## src/rtl/dsf_pkg.sv

```systemverilog
// Shared constants, types and helper functions for the decimal-sum checksum framer.
// Depends on nothing; used by every module of the block.
`default_nettype none

package dsf_pkg;

   // default width of the running sum
   localparam int SUM_WIDTH_DEF = 24;

   // width of one message character
   localparam int BYTE_W = 8;

   // width of digit counts and trailer positions
   localparam int CNT_W = 4;

   // width of one decimal digit
   localparam int DIG_W = 4;

   // trailer characters
   localparam logic [BYTE_W-1:0] CHAR_OPEN  = 8'h28;
   localparam logic [BYTE_W-1:0] CHAR_CLOSE = 8'h29;
   localparam logic [BYTE_W-1:0] CHAR_STAR  = 8'h2A;
   localparam logic [BYTE_W-1:0] CHAR_NL    = 8'h0A;
   localparam logic [BYTE_W-1:0] CHAR_ZERO  = 8'h30;

   // decimal digits needed for the largest sum of the given width
   function automatic int digits_for(input int w);
      longint v;
      int     n;
      begin
         v = (longint'(1) << w) - longint'(1);
         n = 1;
         while (v >= 10) begin
            v = v / 10;
            n = n + 1;
         end
         return n;
      end
   endfunction

   // converter status seen by the trailer sequencer
   typedef struct packed {
      logic             ready;
      logic [CNT_W-1:0] count;
      logic [DIG_W-1:0] digit;
   } conv_stat_type;

   // sequencer controls back to the converter
   typedef struct packed {
      logic shift;
      logic finish;
   } conv_ctl_type;

endpackage

`default_nettype wire

```

## src/rtl/decimal_sum_checksum_framer.sv

```systemverilog
// Top level of the decimal-sum checksum framer: sum register, request side and output register.
// Depends on dsf_pkg, dsf_b2d and dsf_trail.
//
// Message bytes enter on req_ and leave unchanged on rsp_ at one byte per cycle while
// rsp_tready stays high; each is added to a SUM_WIDTH-bit wrapping sum. On the request
// with req_tlast set the block stops taking requests and appends the trailer
// "(n)ddd*\n", where n is the count of decimal digits and ddd the sum, most significant
// digit first; rsp_tlast marks the newline. The binary to decimal converter handles one
// sum bit per cycle; after a last byte it shifts in every sum bit, strips leading zero
// digits and hands over to the trailer sequencer, which then sends the n + 5 trailer
// characters; the sum restarts from zero for the next message.
`default_nettype none

module decimal_sum_checksum_framer #(
   parameter int SUM_WIDTH = dsf_pkg::SUM_WIDTH_DEF
) (
   input  wire        clock,
   input  wire        reset,
   input  wire  [7:0] req_tdata,   // [7:0] in_byte
   input  wire        req_tlast,   // in_last
   input  wire        req_tvalid,
   output logic       req_tready,
   output logic [7:0] rsp_tdata,   // [7:0] out_byte
   output logic       rsp_tlast,   // out_last
   output logic       rsp_tvalid,
   input  wire        rsp_tready
);

   localparam int DIGITS = dsf_pkg::digits_for(SUM_WIDTH);

   logic [SUM_WIDTH-1:0]        sum_ff, sum_in;
   logic [SUM_WIDTH-1:0]        sum_next;
   logic                        busy_ff, busy_in;
   logic                        vld_ff, vld_in;
   logic [dsf_pkg::BYTE_W-1:0]  data_ff, data_in;
   logic                        last_ff, last_in;
   logic                        out_free;
   logic                        req_acc;
   logic                        conv_start;
   logic                        take;
   logic                        ch_valid;
   logic [dsf_pkg::BYTE_W-1:0]  ch_byte;
   logic                        ch_last;
   dsf_pkg::conv_stat_type      stat;
   dsf_pkg::conv_ctl_type       ctl;

   assign out_free   = !vld_ff || rsp_tready;
   assign req_tready = !busy_ff && out_free;
   assign req_acc    = req_tvalid && req_tready;
   assign sum_next   = sum_ff + SUM_WIDTH'(req_tdata);
   assign conv_start = req_acc && req_tlast;
   assign take       = ch_valid && out_free && !req_acc;

   // decimal converter
   dsf_b2d #(
      .SUM_WIDTH (SUM_WIDTH),
      .DIGITS    (DIGITS)
   ) u_b2d (
      .clock (clock),
      .reset (reset),
      .start (conv_start),
      .value (sum_next),
      .ctl   (ctl),
      .stat  (stat)
   );

   // trailer sequencer
   dsf_trail u_trail (
      .clock    (clock),
      .reset    (reset),
      .stat     (stat),
      .take     (take),
      .ctl      (ctl),
      .ch_valid (ch_valid),
      .ch_byte  (ch_byte),
      .ch_last  (ch_last)
   );

   // running sum and busy flag
   always_comb begin
      sum_in  = sum_ff;
      busy_in = busy_ff;
      if (req_acc) begin
         if (req_tlast) begin
            sum_in  = '0;
            busy_in = 1'b1;
         end else begin
            sum_in = sum_next;
         end
      end
      if (take && ch_last) begin
         busy_in = 1'b0;
      end
   end

   // output register: passthrough request or trailer character
   always_comb begin
      vld_in  = vld_ff;
      data_in = data_ff;
      last_in = last_ff;
      priority if (req_acc) begin
         vld_in  = 1'b1;
         data_in = req_tdata;
         last_in = 1'b0;
      end else if (take) begin
         vld_in  = 1'b1;
         data_in = ch_byte;
         last_in = ch_last;
      end else if (rsp_tready) begin
         vld_in = 1'b0;
      end
   end

   always_ff @(posedge clock) begin
      if (reset) begin
         sum_ff  <= '0;
         busy_ff <= 1'b0;
         vld_ff  <= 1'b0;
      end else begin
         sum_ff  <= sum_in;
         busy_ff <= busy_in;
         vld_ff  <= vld_in;
      end
   end

   always_ff @(posedge clock) begin
      data_ff <= data_in;
      last_ff <= last_in;
   end

   assign rsp_tvalid = vld_ff;
   assign rsp_tdata  = data_ff;
   assign rsp_tlast  = last_ff;

endmodule

`default_nettype wire

```

## src/rtl/dsf_b2d.sv

```systemverilog
// Bit-serial binary to decimal converter with leading-zero strip, one digit shift per step.
// Depends on dsf_pkg for digit widths and the status/control structs.
`default_nettype none

module dsf_b2d #(
   parameter int SUM_WIDTH = dsf_pkg::SUM_WIDTH_DEF,
   parameter int DIGITS    = dsf_pkg::digits_for(SUM_WIDTH)
) (
   input  wire                        clock,
   input  wire                        reset,
   input  wire                        start,
   input  wire  [SUM_WIDTH-1:0]       value,
   input  wire  dsf_pkg::conv_ctl_type ctl,
   output dsf_pkg::conv_stat_type     stat
);

   localparam int BCD_W = DIGITS * dsf_pkg::DIG_W;
   localparam int BC_W  = $clog2(SUM_WIDTH);

   localparam logic [1:0] ST_IDLE  = 2'd0;
   localparam logic [1:0] ST_CONV  = 2'd1;
   localparam logic [1:0] ST_NORM  = 2'd2;
   localparam logic [1:0] ST_READY = 2'd3;

   logic [1:0]                  state_ff, state_in;
   logic [SUM_WIDTH-1:0]        bin_ff, bin_in;
   logic [BCD_W-1:0]            bcd_ff, bcd_in;
   logic [BC_W-1:0]             bit_cnt_ff, bit_cnt_in;
   logic [dsf_pkg::CNT_W-1:0]   dcnt_ff, dcnt_in;
   logic [BCD_W-1:0]            bcd_adj;
   logic [dsf_pkg::DIG_W-1:0]   top_digit;

   // add three to every digit of five or more before the next doubling
   always_comb begin
      for (int i = 0; i < DIGITS; i++) begin
         if (bcd_ff[i*dsf_pkg::DIG_W +: dsf_pkg::DIG_W] >= 4'd5) begin
            bcd_adj[i*dsf_pkg::DIG_W +: dsf_pkg::DIG_W] =
               bcd_ff[i*dsf_pkg::DIG_W +: dsf_pkg::DIG_W] + 4'd3;
         end else begin
            bcd_adj[i*dsf_pkg::DIG_W +: dsf_pkg::DIG_W] =
               bcd_ff[i*dsf_pkg::DIG_W +: dsf_pkg::DIG_W];
         end
      end
   end

   assign top_digit = bcd_ff[BCD_W-1 -: dsf_pkg::DIG_W];

   // conversion sequencer
   always_comb begin
      state_in   = state_ff;
      bin_in     = bin_ff;
      bcd_in     = bcd_ff;
      bit_cnt_in = bit_cnt_ff;
      dcnt_in    = dcnt_ff;
      unique case (state_ff)
         ST_IDLE: begin
            if (start) begin
               bin_in     = value;
               bcd_in     = '0;
               bit_cnt_in = BC_W'(SUM_WIDTH - 1);
               state_in   = ST_CONV;
            end
         end
         ST_CONV: begin
            // shift one binary bit into the decimal register
            {bcd_in, bin_in} = {bcd_adj, bin_ff} << 1;
            if (bit_cnt_ff == '0) begin
               dcnt_in  = dsf_pkg::CNT_W'(DIGITS);
               state_in = ST_NORM;
            end else begin
               bit_cnt_in = bit_cnt_ff - 1'b1;
            end
         end
         ST_NORM: begin
            // drop one leading zero digit per cycle, keep at least one digit
            if (top_digit == '0 && dcnt_ff > 4'd1) begin
               bcd_in  = bcd_ff << dsf_pkg::DIG_W;
               dcnt_in = dcnt_ff - 1'b1;
            end else begin
               state_in = ST_READY;
            end
         end
         ST_READY: begin
            if (ctl.finish) begin
               state_in = ST_IDLE;
            end else if (ctl.shift) begin
               bcd_in = bcd_ff << dsf_pkg::DIG_W;
            end
         end
         default: state_in = ST_IDLE;
      endcase
   end

   // control state
   always_ff @(posedge clock) begin
      if (reset) begin
         state_ff <= ST_IDLE;
      end else begin
         state_ff <= state_in;
      end
   end

   // datapath registers
   always_ff @(posedge clock) begin
      bin_ff     <= bin_in;
      bcd_ff     <= bcd_in;
      bit_cnt_ff <= bit_cnt_in;
      dcnt_ff    <= dcnt_in;
   end

   assign stat.ready = (state_ff == ST_READY);
   assign stat.count = dcnt_ff;
   assign stat.digit = top_digit;

endmodule

`default_nettype wire

```

## src/rtl/dsf_trail.sv

```systemverilog
// Trailer sequencer: walks the checksum trailer one character per take.
// Depends on dsf_pkg for character codes and the converter status/control structs.
`default_nettype none

module dsf_trail (
   input  wire                              clock,
   input  wire                              reset,
   input  wire  dsf_pkg::conv_stat_type     stat,
   input  wire                              take,
   output dsf_pkg::conv_ctl_type            ctl,
   output logic                             ch_valid,
   output logic [dsf_pkg::BYTE_W-1:0]       ch_byte,
   output logic                             ch_last
);

   logic [dsf_pkg::CNT_W-1:0] pos_ff, pos_in;
   logic [dsf_pkg::CNT_W-1:0] star_pos;
   logic [dsf_pkg::CNT_W-1:0] nl_pos;
   logic                      is_digit;

   assign star_pos = stat.count + 4'd3;
   assign nl_pos   = stat.count + 4'd4;
   assign is_digit = (pos_ff >= 4'd3) && (pos_ff < star_pos);

   // character at the current trailer position
   always_comb begin
      priority if (pos_ff == 4'd0) begin
         ch_byte = dsf_pkg::CHAR_OPEN;
      end else if (pos_ff == 4'd1) begin
         ch_byte = dsf_pkg::CHAR_ZERO + 8'(stat.count);
      end else if (pos_ff == 4'd2) begin
         ch_byte = dsf_pkg::CHAR_CLOSE;
      end else if (is_digit) begin
         ch_byte = dsf_pkg::CHAR_ZERO + 8'(stat.digit);
      end else if (pos_ff == star_pos) begin
         ch_byte = dsf_pkg::CHAR_STAR;
      end else begin
         ch_byte = dsf_pkg::CHAR_NL;
      end
   end

   assign ch_valid   = stat.ready;
   assign ch_last    = (pos_ff == nl_pos);
   assign ctl.shift  = take && is_digit;
   assign ctl.finish = take && ch_last;

   // position advance
   always_comb begin
      pos_in = pos_ff;
      if (take) begin
         if (ch_last) begin
            pos_in = '0;
         end else begin
            pos_in = pos_ff + 1'b1;
         end
      end
   end

   always_ff @(posedge clock) begin
      if (reset) begin
         pos_ff <= '0;
      end else begin
         pos_ff <= pos_in;
      end
   end

endmodule

`default_nettype wire

```

## config.mk

```make
export PLATFORM = sky130hd
export DESIGN_NAME = decimal_sum_checksum_framer
export DESIGN_NICKNAME = d
export VERILOG_FILES = /design/src/rtl/dsf_pkg.sv /design/src/rtl/decimal_sum_checksum_framer.sv /design/src/rtl/dsf_b2d.sv /design/src/rtl/dsf_trail.sv
export SDC_FILE = /design/constraint.sdc
export NUM_CORES = 1
export LEC_CHECK = 0
export BUFFER_PORTS_ARGS = -buffer_cell sky130_fd_sc_hd__buf_2
export CORE_MARGIN = 3
export CORE_UTILIZATION = 50
export DETAILED_ROUTE_END_ITERATION = 10
export HOLD_SLACK_MARGIN = 0.02
export PLACE_DENSITY = 0.76
export SLEW_MARGIN = 5
export SYNTH_ARGS = -nofsm -noshare
export SYNTH_HDL_FRONTEND = slang
export SYNTH_SLANG_ARGS = --single-unit
```

## constraint.sdc

```tcl
create_clock -name clock -period 21.8 [get_ports clock]
set_input_delay 4.36 -clock clock [delete_from_list [all_inputs] [get_ports clock]]
set_output_delay 4.36 -clock clock [all_outputs]
set_load 0.005 [all_outputs]
```

==> Flow_metrics.wiki, run 1 <==
{| class="wikitable"
! Metric !! Value
|-
| Sequential element share of the synthesized area || around 44%
|-
| Share of layout cells above drive strength 1 || about a tenth
|-
| Top flip-flop cell by instance count after synthesis || sky130_fd_sc_hd__edfxtp_1
|-
| Vias/cell || between 6 and 7
|-
| Net count of the finished layout || 737
|-
| CTS tree || built
|-
| Transition time of the tightest slew-check pin || 1030 ps
|-
| Clock latency at the later pin of the worst-skew pair || 350 ps
|-
| Top cell type's share of synthesized area || ~34%
|-
| Crit Path Category || in -> out
|-
| Post-layout min period || 9260 ps
|-
| Post-synthesis instance area || around 6500 sq um
|-
| Max capacitance violation total || 0
|-
| Post-cts resize count || 0
|-
| Clock net sink count || 106
|-
| Post-Layout Cell Count || 858
|-
| Worst-path fanout max || 3
|-
| Net Sw Frac || between 30% and 40%
|-
| Crit end category || output pin
|-
| RSZ-0062 raised after global routing || false
|-
| Core outline area || 12,700 sq um
|-
| DRC marker count from the first detailed-route iteration || around 440
|-
| Cell Rows || between 40 and 50
|-
| Clock tree root buffer cell || sky130_fd_sc_hd__clkbuf_16
|-
| Maximum root-to-sink buffer count || 2
|-
| Io pins || 24
|-
| Global-route wire length before repair || 24,900 um
|-
| Max-slew headroom at the worst pin || 31.3%
|-
| GP Congestion || 0.835
|-
| Synth async-reset ratio || 0%
|-
| Number of distinct standard cells referenced by the synthesized netlist || 75
|-
| Part of the cycle the worst path needs || 42.5%
|-
| Number of setup buffers added after CTS || 0
|-
| Area of the die || around 14,000 sq um
|-
| Antenna diode instance count || 0
|-
| Total negative setup slack || 0 ps
|-
| Slowest Stage Delay on Critical Path || 240 ps
|-
| Leftover overflow at the end of global routing || 0
|-
| Total of endpoints with negative setup slack in the final report || 0
|-
| Crit-path leading delay family || simple AND/OR/NAND/NOR gates
|-
| Chip Width || 120 um
|-
| Switching Power || 297 uW
|-
| Library cell with the largest summed area after synthesis || sky130_fd_sc_hd__edfxtp_1
|-
| Cell count after synthesis || 674
|-
| Critical path data arrival time || 4900 ps
|-
| Hold/Removal Path Class || reg -> reg
|-
| Number of failing hold endpoints at the final stage || 0
|-
| Post-route ant nets || 0
|-
| Via Count || 5,171
|-
| Run status || finished, final reports clean
|-
| First-pass DRT Iterations || 5
|-
| Max-slew violations || 0
|-
| H-tree depth || 3
|-
| DR WL/cell || 16.9 um
|-
| Largest net degree at the start of global routing || between 50 and 60
|-
| Pint || 527 uW
|-
| Worst clock skew on the final layout || a little under 8 ps
|-
| All-Layer GR Usage || about a fifth
|-
| Critical path data required time || roughly 17,000 ps
|-
| Port Buf Inserts || 23
|-
| Most repeated library cell on the critical path || sky130_fd_sc_hd__buf_2
|-
| Logic gate share of total power || around a third
|-
| Avg Synthesized Cell Area || 9.63 sq um
|-
| Die outline height || 120 um
|-
| Cells taking the most area after synthesis || sky130_fd_sc_hd__edfxtp_1 (34%), sky130_fd_sc_hd__dfxtp_1 (10%), sky130_fd_sc_hd__ha_1 (8.1%)
|-
| Power per cell area || 116 nW/um^2
|-
| Commonest non-fill, non-tap cells in the layout || sky130_fd_sc_hd__edfxtp_1 (73), sky130_fd_sc_hd__nand2_1 (68), sky130_fd_sc_hd__nor2_1 (58)
|-
| Initial Util || 51.2%
|-
| Portion of total power attributed to the clock network || around 23%
|-
| Post-synth net total || 730
|-
| Number of instances in the placed design || 842
|-
| Worst Setup Start Kind || primary input
|-
| Highest achievable clock rate || 0.108 GHz
|-
| Cell leakage power || 2.61 nW
|-
| Flop pwr share || 42.6%
|-
| Most common cell after layout, fill and taps aside || sky130_fd_sc_hd__edfxtp_1
|-
| CTS Hold Bufs || 0
|-
| Synthesis-to-layout area growth || 9.36%
|-
| Via count of the first global-routing pass || 5,201
|-
| Yosys warns || 0
|-
| HPWL after DPL || 9930 um
|-
| Clock slew seen by the registers of the worst setup and hold paths || about 70 ps
|-
| Slowest cell on the critical path || sky130_fd_sc_hd__nor2b_1
|-
| Number of enable flip-flop cells after synthesis || 73
|-
| Post-route DRC || 0
|-
| Number of register bits inferred by synthesis || approximately 110
|-
| Buf+Inv Stages, Crit Path || 2
|-
| Number of buffers created by CTS || 9
|-
| Total wire length || approximately 15,000 um
|-
| Worst voltage drop across the vdd grid || 0.0526 mV
|-
| Initial antenna violation count || 0
|-
| CP Cell Sequence || buf_2 -> nor2b_1 -> nor2_1 -> buf_2
|}
==> path summary, 6_finish.rpt <==
path / startpoint / cells past startpoint / endpoint / slack [ps]
worst max-delay path: rsp_tready / 4 / req_tready / 12540
worst min-delay path: sum_ff[0]$_SDFFE_PP0P_ / 2 / sum_ff[0]$_SDFFE_PP0P_ / 500
worst max register to register: u_b2d.dcnt_ff[0]$_SDFFCE_PN0P_ / 9 / u_b2d.bcd_ff[15]$_DFFE_PP_ / 18330
worst min register to register: sum_ff[0]$_SDFFE_PP0P_ / 2 / sum_ff[0]$_SDFFE_PP0P_ / 500
==> layer usage <==
layer	vias to the layer above	track usage (%)	wire [um]
met5	-	0	0
met4	0	10.6	380
met3	31	2.59	746
met2	172	35.5	7120
met1	2482	27.2	6290
li1	2486	-	-
==> stage by stage <==
stage | power (mW) | instance area (sq um) | util (%) | setup slack (ps) | hold slack, ps
floorplan | 0.560 | 6490 | - | 11190 | 429
global placement | 0.614 | 6730 | 53.1 | 12600 | 455
detailed placement | 0.634 | 6730 | 53.1 | 12560 | 474
CTS | 0.828 | 7100 | 56.0 | 12540 | 494
global route | 0.879 | 7100 | 56.0 | 12480 | 517
finish | 0.824 | 7100 | 56.0 | 12540 | 497
==> state kept, by name, indices dropped and copies added (netlist names) <==
register	count
u_b2d.bcd_ff	32
rsp_tvalid	1
sum_ff	24
u_b2d.state_ff	2
rsp_tdata	8
busy_ff	1
u_b2d.dcnt_ff	4
rsp_tlast	1
u_b2d.bit_cnt_ff	5
u_trail.pos_ff	4
u_b2d.bin_ff	24
==> power by group through the flow <==
stage	clock [mW]	combinational (mW)	sequential [mW]
final	0.191	0.281	0.351
after global routing	0.203	0.316	0.360
after CTS	0.195	0.282	0.351
after detailed placement	0	0.280	0.354
after global placement	0	0.263	0.350
after floorplan	0	0.217	0.343
==> cells in the mapped netlist, types with 6 or more instances <==
master / n
sky130_fd_sc_hd__inv_1: 40
sky130_fd_sc_hd__nor3_1: 13
sky130_fd_sc_hd__a22oi_1: 9
sky130_fd_sc_hd__nand4_1: 10
sky130_fd_sc_hd__a21o_1: 10
sky130_fd_sc_hd__nor2_1: 59
sky130_fd_sc_hd__and2_1: 6
sky130_fd_sc_hd__edfxtp_1: 73
sky130_fd_sc_hd__a31oi_1: 9
sky130_fd_sc_hd__nand2b_1: 12
sky130_fd_sc_hd__xnor2_1: 30
sky130_fd_sc_hd__and3_1: 8
sky130_fd_sc_hd__clkbuf_1: 18
sky130_fd_sc_hd__nor3b_1: 10
sky130_fd_sc_hd__o21ai_0: 32
sky130_fd_sc_hd__o21ai_1: 9
sky130_fd_sc_hd__nand3_1: 12
sky130_fd_sc_hd__xor2_1: 11
sky130_fd_sc_hd__o211ai_1: 12
sky130_fd_sc_hd__nor2b_1: 6
sky130_fd_sc_hd__a21oi_1: 33
sky130_fd_sc_hd__dfxtp_1: 33
sky130_fd_sc_hd__a2bb2oi_1: 7
sky130_fd_sc_hd__a32oi_1: 8
sky130_fd_sc_hd__ha_1: 42
sky130_fd_sc_hd__nand2_1: 68
==> cells by family after synthesis <==
| family | synth area share (%) |
|---|---|
| AND/OR/NAND/NOR | 17.6 |
| AO/OA/AOI/OAI | 19.3 |
| flip-flops | 43.9 |
| buffers and inverters | 4.45 |
| adder cells (fa/ha/maj) | 8.40 |
| XOR/XNOR | 5.53 |
| multiplexers | 0.790 |
==> area by class of cell <==
| cell class | count | area (sq um) |
|---|---|---|
| Clock buffer | 13 | 325 |
| Multi-Input combinational cell | 495 | 3360 |
| Inverter | 42 | 158 |
| Clock inverter | 3 | 42.5 |
| Fill cell | 1102 | 5570 |
| Sequential cell | 106 | 2850 |
| Timing Repair Buffer | 27 | 145 |
| Tap cell | 172 | 215 |
==> worst register-to-register path: stages (launching register included) <==
cell and delay (ps):
sky130_fd_sc_hd__edfxtp_1 460, sky130_fd_sc_hd__inv_1 160, sky130_fd_sc_hd__ha_1 200, sky130_fd_sc_hd__xor2_1 230
sky130_fd_sc_hd__ha_1 310, sky130_fd_sc_hd__a21o_1 190, sky130_fd_sc_hd__a2111oi_2 660, sky130_fd_sc_hd__a21oi_1 190
sky130_fd_sc_hd__a2111oi_2 250, sky130_fd_sc_hd__buf_4 440
No activity file was read; power rests on OpenSTA's default activity.
==> inputs of run 2 (changes only) <==
- ABC_AREA: not set -> 1
- PLACE_DENSITY: 0.76 -> 0.78
- clock period: 21.8 -> 8.2 ns (I/O delays scaled with it)
==> run 2 against run 1 <==
Against the previous run:
- sequential power rose to 2.6 times the previous value
- setup slack got worse by 8200 ps
- combinational power rose to 3.0 times the previous value
- count of clock-buffer cells in the layout fell by 4
- largest cell class unchanged
==> Flow_metrics.wiki, run 2 <==
{| class="wikitable"
! Metric !! Value
|-
| Run status || finished, final reports clean
|-
| Port Buf Inserts || 23 (unchanged)
|-
| Number of buffers created by CTS || 9 (unchanged)
|-
| Clock slew seen by the registers of the worst setup and hold paths || 70 ps (about the same)
|-
| Startpoint of the worst hold path || sum_ff[3]$_SDFFE_PP0P_
|-
| Initial Util || 51.8% (+0.50 points)
|-
| Yosys warns || 0 (unchanged)
|-
| Synthesis-to-layout area growth || 8.40%
|-
| Power per cell area || 304 nW/um^2 (+160%)
|-
| Worst clock skew on the final layout || 7.02 ps (-0.784 ps)
|-
| Worst voltage drop across the vdd grid || 0.157 mV (+200%)
|-
| Via Count || 5,587 (+8.0%)
|-
| H-tree depth || 3 (unchanged)
|-
| Met2 Routed Length || 7030 um (-1.2%)
|-
| Number of register bits inferred by synthesis || 106 (unchanged)
|-
| Worst-path fanout max || 33 (+30)
|-
| Vias/cell || 5.30 (-12%)
|-
| Avg Synthesized Cell Area || 7.65 sq um (-21%)
|-
| Post-synthesis instance area || 6580 sq um (+1.4%)
|-
| Part of the cycle the worst path needs || a little under half
|-
| Initial antenna violation count || 0 (unchanged)
|-
| Hold/Removal Path Class || reg -> reg
|-
| Commonest non-fill, non-tap cells in the layout || sky130_fd_sc_hd__nand2_1 (245), sky130_fd_sc_hd__inv_1 (111), sky130_fd_sc_hd__nand3_1 (81)
|-
| Most numerous cell types in the synthesized netlist || sky130_fd_sc_hd__nand2_1 (245), sky130_fd_sc_hd__inv_1 (111), sky130_fd_sc_hd__nand3_1 (81), sky130_fd_sc_hd__a21oi_1 (73), sky130_fd_sc_hd__edfxtp_1 (73)
|-
| Total negative setup slack || 0 ps (unchanged)
|-
| First-pass DRT Iterations || 5 (unchanged)
|-
| Top flip-flop cell by instance count after synthesis || sky130_fd_sc_hd__edfxtp_1
|-
| Highest achievable clock rate || 0.256 GHz
|-
| Number of distinct standard cells referenced by the synthesized netlist || 41 (-45%)
|-
| Clock tree root buffer cell || sky130_fd_sc_hd__clkbuf_16
|-
| Critical path data arrival time || 3950 ps (-950 ps)
|-
| Cell Rows || 41 (unchanged)
|-
| Met3 Routed Length || 489 um (-34%)
|-
| Area of the die || 14,600 sq um (+1.3%)
|-
| DR WL/cell || 13.8 um (-19%)
|-
| Launch point of the worst path || rsp_tready
|-
| Clock net sink count || 106 (unchanged)
|-
| Synth async-reset ratio || 0% (unchanged)
|-
| Antenna diode instance count || 0 (unchanged)
|-
| Register with the most flip-flops || u_b2d.bcd_ff
|-
| Share of layout cells above drive strength 1 || 6.80% (-2.5 points)
|-
| RSZ-0062 raised after global routing || false
|-
| Most common cell after layout, fill and taps aside || sky130_fd_sc_hd__nand2_1
|-
| Total wire length || 14,500 um (-0.11%)
|-
| Io pins || 24 (unchanged)
|-
| Transition time of the tightest slew-check pin || 1050 ps (+23.6 ps)
|-
| Max FFs per register || 32 (unchanged)
|-
| Net count of the finished layout || 933 (+27%)
|-
| Global-route wire length before repair || 24,400 um (-1.8%)
|-
| Number of failing hold endpoints at the final stage || 0 (unchanged)
|-
| Post-route DRC || 0 (unchanged)
|-
| Most frequent cell after synthesis || sky130_fd_sc_hd__nand2_1
|-
| Crit Path Category || in -> reg
|-
| Maximum root-to-sink buffer count || 2 (unchanged)
|-
| Via count of the first global-routing pass || 5,183 (-0.35%)
|-
| Max-slew headroom at the worst pin || 29.7% (-1.6 points)
|-
| Worst reg2reg startpoint || busy_ff$_SDFFE_PP0P_
|-
| Number of enable flip-flop cells after synthesis || 73 (unchanged)
|-
| Number of setup buffers added after CTS || 0 (unchanged)
|-
| Post-route ant nets || 0 (unchanged)
|-
| Leftover overflow at the end of global routing || 0 (unchanged)
|-
| Largest registers || u_b2d.bcd_ff: 32 flops, sum_ff: 24 flops, u_b2d.bin_ff: 24 flops
|-
| Cell leakage power || 3.05 nW (+17%)
|-
| Largest net degree at the start of global routing || 43 (-25%)
|-
| Clock latency at the later pin of the worst-skew pair || 350 ps (about the same)
|-
| Post-synth net total || 917 (+26%)
|-
| Max-slew violations || 0 (unchanged)
|-
| CTS Hold Bufs || 0 (unchanged)
|-
| Final core utilization || 56.1% (about the same)
|-
| Min Hold Slack || 472 ps (-25.0 ps)
|-
| Highest routed layer || met4
|-
| Total of endpoints with negative setup slack in the final report || 0 (unchanged)
|-
| Chip Width || 121 um (+0.66%)
|-
| Cells taking the most area after synthesis || sky130_fd_sc_hd__edfxtp_1 (33%), sky130_fd_sc_hd__nand2_1 (14%), sky130_fd_sc_hd__dfxtp_1 (10%)
|-
| All-Layer GR Usage || 20.7% (-0.49 points)
|-
| Pwr Total || 2.17 mW (+160%)
|-
| CTS tree || built
|-
| Met1 layer wirelength in the final routing || 6700 um (+6.4%)
|-
| Worst Setup Start Kind || primary input
|-
| HPWL after DPL || 10,200 um (+2.4%)
|-
| Die outline height || 121 um (+0.66%)
|-
| Crit end category || register
|-
| Sequential element share of the synthesized area || 43.3% (-0.60 points)
|-
| Post-layout min period || 3900 ps
|-
| Post-cts resize count || 0 (unchanged)
|-
| Max capacitance violation total || 0 (unchanged)
|-
| DRC marker count from the first detailed-route iteration || 483 (+11%)
|-
| GP Congestion || 0.894 (+7.1%)
|-
| Top cell type's share of synthesized area || 33.3% (-0.46 points)
|-
| Cell count after synthesis || 861 (+28%)
|-
| Critical path data required time || 8250 ps (-9190 ps)
|-
| Library cell with the largest summed area after synthesis || sky130_fd_sc_hd__edfxtp_1
|-
| Core outline area || 12,700 sq um (+0.40%)
|}
## run 2: cell count changes in the layout (fill, tap and decap cells not counted), sizes merged, moves of 9 or more
cell | before | now
nor3 | 15 | 5
a21oi | 35 | 74
xnor2 | 30 | 2
nor3b | 10 | 1
nor2 | 59 | 68
nand2b | 12 | 0
nand2 | 68 | 246
inv | 43 | 115
nand3 | 13 | 83
o211ai | 13 | 3
## run 2: path summary, 6_finish.rpt
check                                           end  slack [ps]  cells after the start
setup / recovery  u_b2d.bit_cnt_ff[0]$_SDFFCE_PN1P_        4300                      8
hold / removal               sum_ff[3]$_SDFFE_PP0P_         470                      2
hold reg to reg              sum_ff[3]$_SDFFE_PP0P_         470                      2
setup reg to reg  u_b2d.bit_cnt_ff[0]$_SDFFCE_PN1P_        5300                      6
## run 2: metal layers
metal	global-route usage (%)	vias to the layer above
met4	7.44	0
met5	0	-
met1	27.1	2582
li1	-	2877
met3	3.32	21
met2	34.9	107
## run 2: cell type report
| type | instances | area [sq um] |
|---|---|---|
| multi-input cells | 619 | 3200 |
| repair buffers | 29 | 160 |
| fillers | 1206 | 5590 |
| well taps | 172 | 215 |
| clock inverters | 7 | 61.3 |
| inverters | 112 | 420 |
| flip-flops and latches | 106 | 2850 |
| clock buffers | 9 | 225 |
## run 2: per-stage QoR
stage	worst slack, ps	instances	area, sq um
6_report	4300	1054	7140
5_1_grt	4080	1054	7140
4_1_cts	4290	1054	7140
3_5_place_dp	3930	1038	6850
3_3_place_gp	3980	1038	6850
2_1_floorplan	4170	861	6580
## run 2: logic make-up (layout without fill, tap and decap cells)
logic type                 count (synthesis)  in the layout  share of synthesized area [%]
AOI/OAI and AO/OA                        131            131                           10.7
xor gates and xnor gates                  14             14                           1.86
adders and majority gates                 43             43                           8.29
buffers and inverters                    136            157                           8.08
DFF                                      106            106                           43.3
and+or+nand+nor                          431            431                           27.8
## run 2: where the power goes
part / total [mW] / leakage, nW / internal, mW / switching (mW)
clock network: 0.430 / 0.133 / 0.212 / 0.217
logic: 0.831 / 1.95 / 0.259 / 0.572
registers: 0.907 / 0.968 / 0.796 / 0.110
## run 2: worst max-delay path, stage by stage
cell	delay, ps
sky130_fd_sc_hd__buf_2	70
sky130_fd_sc_hd__inv_1	30
sky130_fd_sc_hd__nand2_1	70
sky130_fd_sc_hd__nand3_2	520
sky130_fd_sc_hd__inv_1	370
sky130_fd_sc_hd__nand3_1	100
sky130_fd_sc_hd__nand2_1	780
sky130_fd_sc_hd__o21a_1	350
